--- config.mk ---
export PLATFORM = sky130hd
export DESIGN_NAME = biq_cell
export DESIGN_NICKNAME = d
export VERILOG_FILES = /design/src/hdl/biq_pkg.sv /design/src/hdl/biq_cell.sv
export SDC_FILE = /design/constraint.sdc
export NUM_CORES = 2
export LEC_CHECK = 0
export ABC_AREA = 1
export BUFFER_PORTS_ARGS = -buffer_cell sky130_fd_sc_hd__buf_2
export CAP_MARGIN = 15
export CORE_ASPECT_RATIO = 1.5
export CORE_UTILIZATION = 30
export CTS_CLUSTER_SIZE = 10
export DETAILED_ROUTE_END_ITERATION = 10
export HOLD_SLACK_MARGIN = 0.05
export PLACE_DENSITY_LB_ADDON = 0.12
export REMOVE_ABC_BUFFERS = 1
export SLEW_MARGIN = 10
export SYNTH_ARGS = -nofsm -noshare
export SYNTH_HDL_FRONTEND = slang
export SYNTH_SLANG_ARGS = --single-unit
--- constraint.sdc ---
create_clock -name clock -period 12.1 [get_ports clock]
set_clock_uncertainty 0.1 [all_clocks]
set_input_delay 1.21 -clock clock [delete_from_list [all_inputs] [get_ports clock]]
set_output_delay 1.21 -clock clock [all_outputs]
set_load 0.01 [all_outputs]
--- src/hdl/biq_pkg.sv ---
// Shared constants, types and saturation helpers for the biquad cascade.
// No dependencies; imported by biq_cell and biquad_cascade_saturating_filter.
package biq_pkg;

   localparam int SECTIONS    = 4;
   localparam int COEF_WIDTH  = 24;
   localparam int DELAY_WIDTH = 40;
   localparam int SLOTS       = 5;
   localparam int COEF_FRAC   = COEF_WIDTH - 4;
   localparam int SIG_FRAC    = 16;
   localparam int SAMPLE_W    = 16;
   localparam int INDEX_W     = 5;
   localparam int SLOT_W      = $clog2(SLOTS);
   localparam int PROD_W      = COEF_WIDTH + DELAY_WIDTH;
   // index compare width, wide enough for the last section base and the port
   localparam int CMP_W       = ($clog2(SECTIONS * SLOTS) + 1 > INDEX_W) ?
                                ($clog2(SECTIONS * SLOTS) + 1) : INDEX_W;

   // word modes on the request channel
   localparam logic MODE_FILTER = 1'b0;
   localparam logic MODE_COEF   = 1'b1;

   // coefficient slots within a section
   localparam logic [SLOT_W-1:0] SLOT_B0 = SLOT_W'(0);
   localparam logic [SLOT_W-1:0] SLOT_B1 = SLOT_W'(1);
   localparam logic [SLOT_W-1:0] SLOT_B2 = SLOT_W'(2);
   localparam logic [SLOT_W-1:0] SLOT_A1 = SLOT_W'(3);
   localparam logic [SLOT_W-1:0] SLOT_A2 = SLOT_W'(4);

   localparam logic signed [COEF_WIDTH-1:0] COEF_ONE = COEF_WIDTH'(1) << COEF_FRAC;

   localparam logic signed [PROD_W-1:0] SAT_HI =
      {{(PROD_W-DELAY_WIDTH+1){1'b0}}, {(DELAY_WIDTH-1){1'b1}}};
   localparam logic signed [PROD_W-1:0] SAT_LO =
      {{(PROD_W-DELAY_WIDTH+1){1'b1}}, {(DELAY_WIDTH-1){1'b0}}};

   // coefficient write from the top level: value shared by every section, enable decoded per section
   typedef struct packed {
      logic                         we;
      logic [SLOT_W-1:0]            slot;
      logic signed [COEF_WIDTH-1:0] value;
   } coef_wr_type;

   // saturate a wide signed value to the delay width
   function automatic logic signed [DELAY_WIDTH-1:0] sat_delay(
      input logic signed [PROD_W-1:0] v);
      logic signed [DELAY_WIDTH-1:0] r;
      if (v > SAT_HI) begin
         r = SAT_HI[DELAY_WIDTH-1:0];
      end else if (v < SAT_LO) begin
         r = SAT_LO[DELAY_WIDTH-1:0];
      end else begin
         r = v[DELAY_WIDTH-1:0];
      end
      return r;
   endfunction

   // sign-extend a delay-width value to the wide working width
   function automatic logic signed [PROD_W-1:0] widen(
      input logic signed [DELAY_WIDTH-1:0] v);
      return PROD_W'(v);
   endfunction

endpackage

--- src/hdl/biq_cell.sv ---
// One biquad section (transposed direct form II) with its own coefficients,
// delay values and one shared multiplier. Depends on biq_pkg.
module biq_cell
   import biq_pkg::*;
(
   input  logic                          clock,
   input  logic                          reset,
   input  coef_wr_type                   coef_wr,
   input  logic                          in_valid,
   input  logic signed [DELAY_WIDTH-1:0] in_x,
   output logic                          out_valid,
   output logic signed [DELAY_WIDTH-1:0] out_y,
   output logic                          busy
);

   localparam logic [2:0] ST_IDLE = 3'd0;
   localparam logic [2:0] ST_MB0  = 3'd1;
   localparam logic [2:0] ST_MB1  = 3'd2;
   localparam logic [2:0] ST_MB2  = 3'd3;
   localparam logic [2:0] ST_MA1  = 3'd4;
   localparam logic [2:0] ST_MA2  = 3'd5;
   localparam logic [2:0] ST_FIN  = 3'd6;

   logic [2:0]                   step_ff, step_in;
   logic                         vld_ff, vld_in;
   logic signed [COEF_WIDTH-1:0] coef_ff [SLOTS];
   logic signed [DELAY_WIDTH-1:0] x_ff, x_in;
   logic signed [DELAY_WIDTH-1:0] y_ff, y_in;
   logic signed [DELAY_WIDTH-1:0] p_ff, p_in;
   logic signed [DELAY_WIDTH-1:0] acc1_ff, acc1_in;
   logic signed [DELAY_WIDTH-1:0] acc2_ff, acc2_in;
   logic signed [DELAY_WIDTH-1:0] z1_ff, z1_in;
   logic signed [DELAY_WIDTH-1:0] z2_ff, z2_in;

   logic [SLOT_W-1:0]             slot_sel;
   logic signed [COEF_WIDTH-1:0]  coef_sel;
   logic signed [DELAY_WIDTH-1:0] sig_sel;
   logic signed [PROD_W-1:0]      prod;
   logic signed [PROD_W-1:0]      prod_sh;

   // operand selection for the multiplier follows the step
   always_comb begin
      case (step_ff)
         ST_MB1:  slot_sel = SLOT_B1;
         ST_MB2:  slot_sel = SLOT_B2;
         ST_MA1:  slot_sel = SLOT_A1;
         ST_MA2:  slot_sel = SLOT_A2;
         default: slot_sel = SLOT_B0;
      endcase
   end

   assign coef_sel = coef_ff[slot_sel];
   assign sig_sel  = (step_ff inside {ST_MA1, ST_MA2}) ? y_ff : x_ff;
   assign prod     = PROD_W'(coef_sel) * PROD_W'(sig_sel);
   assign prod_sh  = prod >>> COEF_FRAC;   // floor
   assign p_in     = sat_delay(prod_sh);

   always_comb begin
      step_in = step_ff;
      vld_in  = 1'b0;
      x_in    = x_ff;
      y_in    = y_ff;
      acc1_in = acc1_ff;
      acc2_in = acc2_ff;
      z1_in   = z1_ff;
      z2_in   = z2_ff;
      case (step_ff)
         ST_IDLE: begin
            if (in_valid) begin
               x_in    = in_x;
               step_in = ST_MB0;
            end
         end
         ST_MB0: step_in = ST_MB1;
         ST_MB1: begin
            y_in    = sat_delay(widen(p_ff) + widen(z1_ff));
            vld_in  = 1'b1;
            step_in = ST_MB2;
         end
         ST_MB2: begin
            acc1_in = p_ff;
            step_in = ST_MA1;
         end
         ST_MA1: begin
            acc2_in = p_ff;
            step_in = ST_MA2;
         end
         ST_MA2: begin
            z1_in   = sat_delay(widen(acc1_ff) - widen(p_ff) + widen(z2_ff));
            step_in = ST_FIN;
         end
         ST_FIN: begin
            z2_in   = sat_delay(widen(acc2_ff) - widen(p_ff));
            step_in = ST_IDLE;
         end
         default: step_in = ST_IDLE;
      endcase
   end

   always_ff @(posedge clock) begin
      if (reset) begin
         step_ff <= ST_IDLE;
         vld_ff  <= 1'b0;
         z1_ff   <= '0;
         z2_ff   <= '0;
         for (int i = 0; i < SLOTS; i++) begin
            coef_ff[i] <= (i == 0) ? COEF_ONE : '0;
         end
      end else begin
         step_ff <= step_in;
         vld_ff  <= vld_in;
         z1_ff   <= z1_in;
         z2_ff   <= z2_in;
         if (coef_wr.we) begin
            coef_ff[coef_wr.slot] <= coef_wr.value;
         end
      end
   end

   always_ff @(posedge clock) begin
      x_ff    <= x_in;
      y_ff    <= y_in;
      p_ff    <= p_in;
      acc1_ff <= acc1_in;
      acc2_ff <= acc2_in;
   end

   assign out_valid = vld_ff;
   assign out_y     = y_ff;
   assign busy      = (step_ff != ST_IDLE);

endmodule

==> out/qor.csv <==
metric,value,unit
Worst EP required,12.53,ns
Final Max Slew Viols,0,
die area,0.1858,sq mm
status,completed,
wire length per cell,24.05,um
synthesized flop and latch total,404,
Final setup viols,0,
RSZ-0062 raised after global routing,false,
area grow syn2layout,9.423,%
CTS Sinks,404,
Crit-path slowest cell,clkinv_1,
cell area after synthesis,0.05522,sq mm
first-pass GRT wire length,319.8,mm
max incr delay on CP,0.92,ns
register area share after synthesis,0.1972,
CTS Buffer Depth,3,
Layout Nets,7932,
IO Pins,113,
crit path DAT,10.78,ns
GR Util met2,0.4596,
number of hold buffers added after CTS,0,
width of the die,352.3,um
CTS resizes,0,
CTS tree,yes,
CP Capture Type,flip-flop,
Final Hold Viols,0,
CP Launch Type,flip-flop,
top-area cell type share of the netlist area,0.3625,
vias per inst,4.801,
vias in the first global route,47770,
CP Max Fanout,39,
GRT Max-Usage Layer,met2,
top cell type by total area after synthesis,fa_1,
die height,527.5,um
Core Footprint,0.1826,sq mm
worst-margin pin slew,1.195,ns
unique cell type count in the Yosys netlist,55,
R2R Setup Slk,1.76,ns
Skew-Pair Late Insertion Delay,0.62,ns
"EDFF count, synth",280,
Fillers,19630,
GR Layer Usage met1,0.2440,
ys flop type,edfxtp_1,
share of layout cells above drive strength 1,0.05929,
Post-CTS Setup Inserts,0,
Hold Path Class,flip-flop to flip-flop,
"Min Clock Period, post-route",10.34,ns
period utilization,0.8547,
final setup TNS,0,ns
post-synthesis async set-or-reset flop share,0,
RePlAce Congestion,0.9669,
Final ANT Viol Nets,0,
Synth Warn #,0,
top post-synthesis cells by area,"fa_1 36%, edfxtp_1 15%, inv_1 9.7%, nand2_1 8.7%, ha_1 6.5%",
top-count cell post-synth,inv_1,
Max-cap violations,0,
CP most frequent cell,nand2_1,
initial core utilization,0.3025,
largest net degree at the start of global routing,51,
Slew HR,0.1987,
Clock Tree Root,clkbuf_16,
drt first pass iters,5,
antenna violations before repair,2,
gr usage total,0.2365,
Vias,43390,
Total Wirelength,217.4,mm
"Clk pin slew, worst setup/hold paths",0.06,ns
FMAX,96.70,MHz
"top cells by count, synth","1431 x inv_1, 1283 x nand2_1, 1000 x fa_1",
grt ovf,0,
M3 GR Usage,0.01507,
Row Count,192,
Num CTS Buffers,47,
I/O Buffers,112,
DRC,0,
first-iteration detailed-routing DRC count,2380,
H-tree lvl count,2,
Mapped Cells,6519,
hpwl dp,181.4,mm
critical path type,flip-flop to flip-flop,
syn avg cell area,8.471,sq um
-- stage by stage --
stage,setup slack [ns],instance area [sq um],util,hold slack (ns),instances
finish,1.758,60430,0.3310,0.3761,9038
global route,1.112,60430,0.3310,0.4032,9038
CTS,1.694,60420,0.3310,0.3793,9037
detailed placement,1.774,59080,0.3236,0.3699,8951
global placement,1.722,59080,0.3236,0.3646,8951
floorplan,1.598,54300,-,0.3393,6289
-- metal layers --
metal,vias to the layer above,routed length (um)
li1,19760,-
met1,22230,77310
met2,981,118500
met3,431,5340
met4,0,16260
met5,-,0
-- cells in the final DEF, fill, tap and decap left out, types with 4 or more instances in the layout --
master,count
o21ai_0,220
buf_2,112
clkbuf_16,47
o21ai_1,15
inv_1,1429
nand2_2,36
ha_1,285
edfxtp_1,280
o221ai_1,4
nor2_1,737
o21a_1,24
inv_6,4
nand3b_1,4
nand2_1,1278
o21ai_2,24
nor4_1,8
or2_2,8
a21oi_1,325
clkbuf_1,32
a21boi_0,7
nor3_1,23
and3_1,8
inv_2,10
dfxtp_1,124
o31ai_1,8
fa_1,1000
xnor2_1,65
a221oi_1,34
a21o_1,9
buf_4,122
nand3_1,127
nand4_1,16
o21ai_4,7
clkinv_1,14
o211ai_1,9
xor2_1,95
a31oi_1,22
-- worst paths after layout --
check                           from                     to  depth (start not counted)
max          step_ff[1]$_SDFFE_PP0P_    p_ff[25]$_SDFF_PN1_                         38
min            z2_ff[1]$_SDFFE_PP0N_  z2_ff[1]$_SDFFE_PP0N_                          2
max reg2reg  step_ff[1]$_SDFFE_PP0P_    p_ff[25]$_SDFF_PN1_                         38
min reg2reg    z2_ff[1]$_SDFFE_PP0N_  z2_ff[1]$_SDFFE_PP0N_                          2
-- worst max-delay path, delay by kind of cell, from the launching register on --
family / cells / cell delay (ns)
simple gates: 14 / 2.69
compound gates: 6 / 1.09
fa+ha+maj: 9 / 4.14
flops: 1 / 0.44
buf+inv: 9 / 1.74
-- kinds of logic after synthesis --
logic type / count (synthesis) / synth area share
simple gates: 2257 / 0.1610
buf+inv: 1683 / 0.1155
fa+ha+maj: 1286 / 0.4273
compound gates: 728 / 0.07330
flops: 404 / 0.1972
xor+xnor: 161 / 0.02567
-- sequential cells by signal (all words and copies together) (netlist names) --
| signal | count |
|---|---|
| coef_ff | 120 |
| acc1_ff | 40 |
| p_ff | 40 |
| z2_ff | 40 |
| x_ff | 40 |
| z1_ff | 40 |
| out_valid | 1 |
| out_y | 40 |
| acc2_ff | 40 |
| step_ff | 3 |
-- cell type report --
type,count,area [sq um],share of cell area
clock inverters,7,50.05,0.0008282
inverters,1453,5454,0.09026
repair buffers,237,1536,0.02543
well taps,2425,3034,0.05021
clock buffers,79,1296,0.02145
diodes,1,2.502,0.00004141
multi-input cells,4432,38160,0.6316
flip-flops and latches,404,10890,0.1802
Power is not shown: default switching activity piles up to over one toggle a cycle in this logic, so the estimate is an artifact.
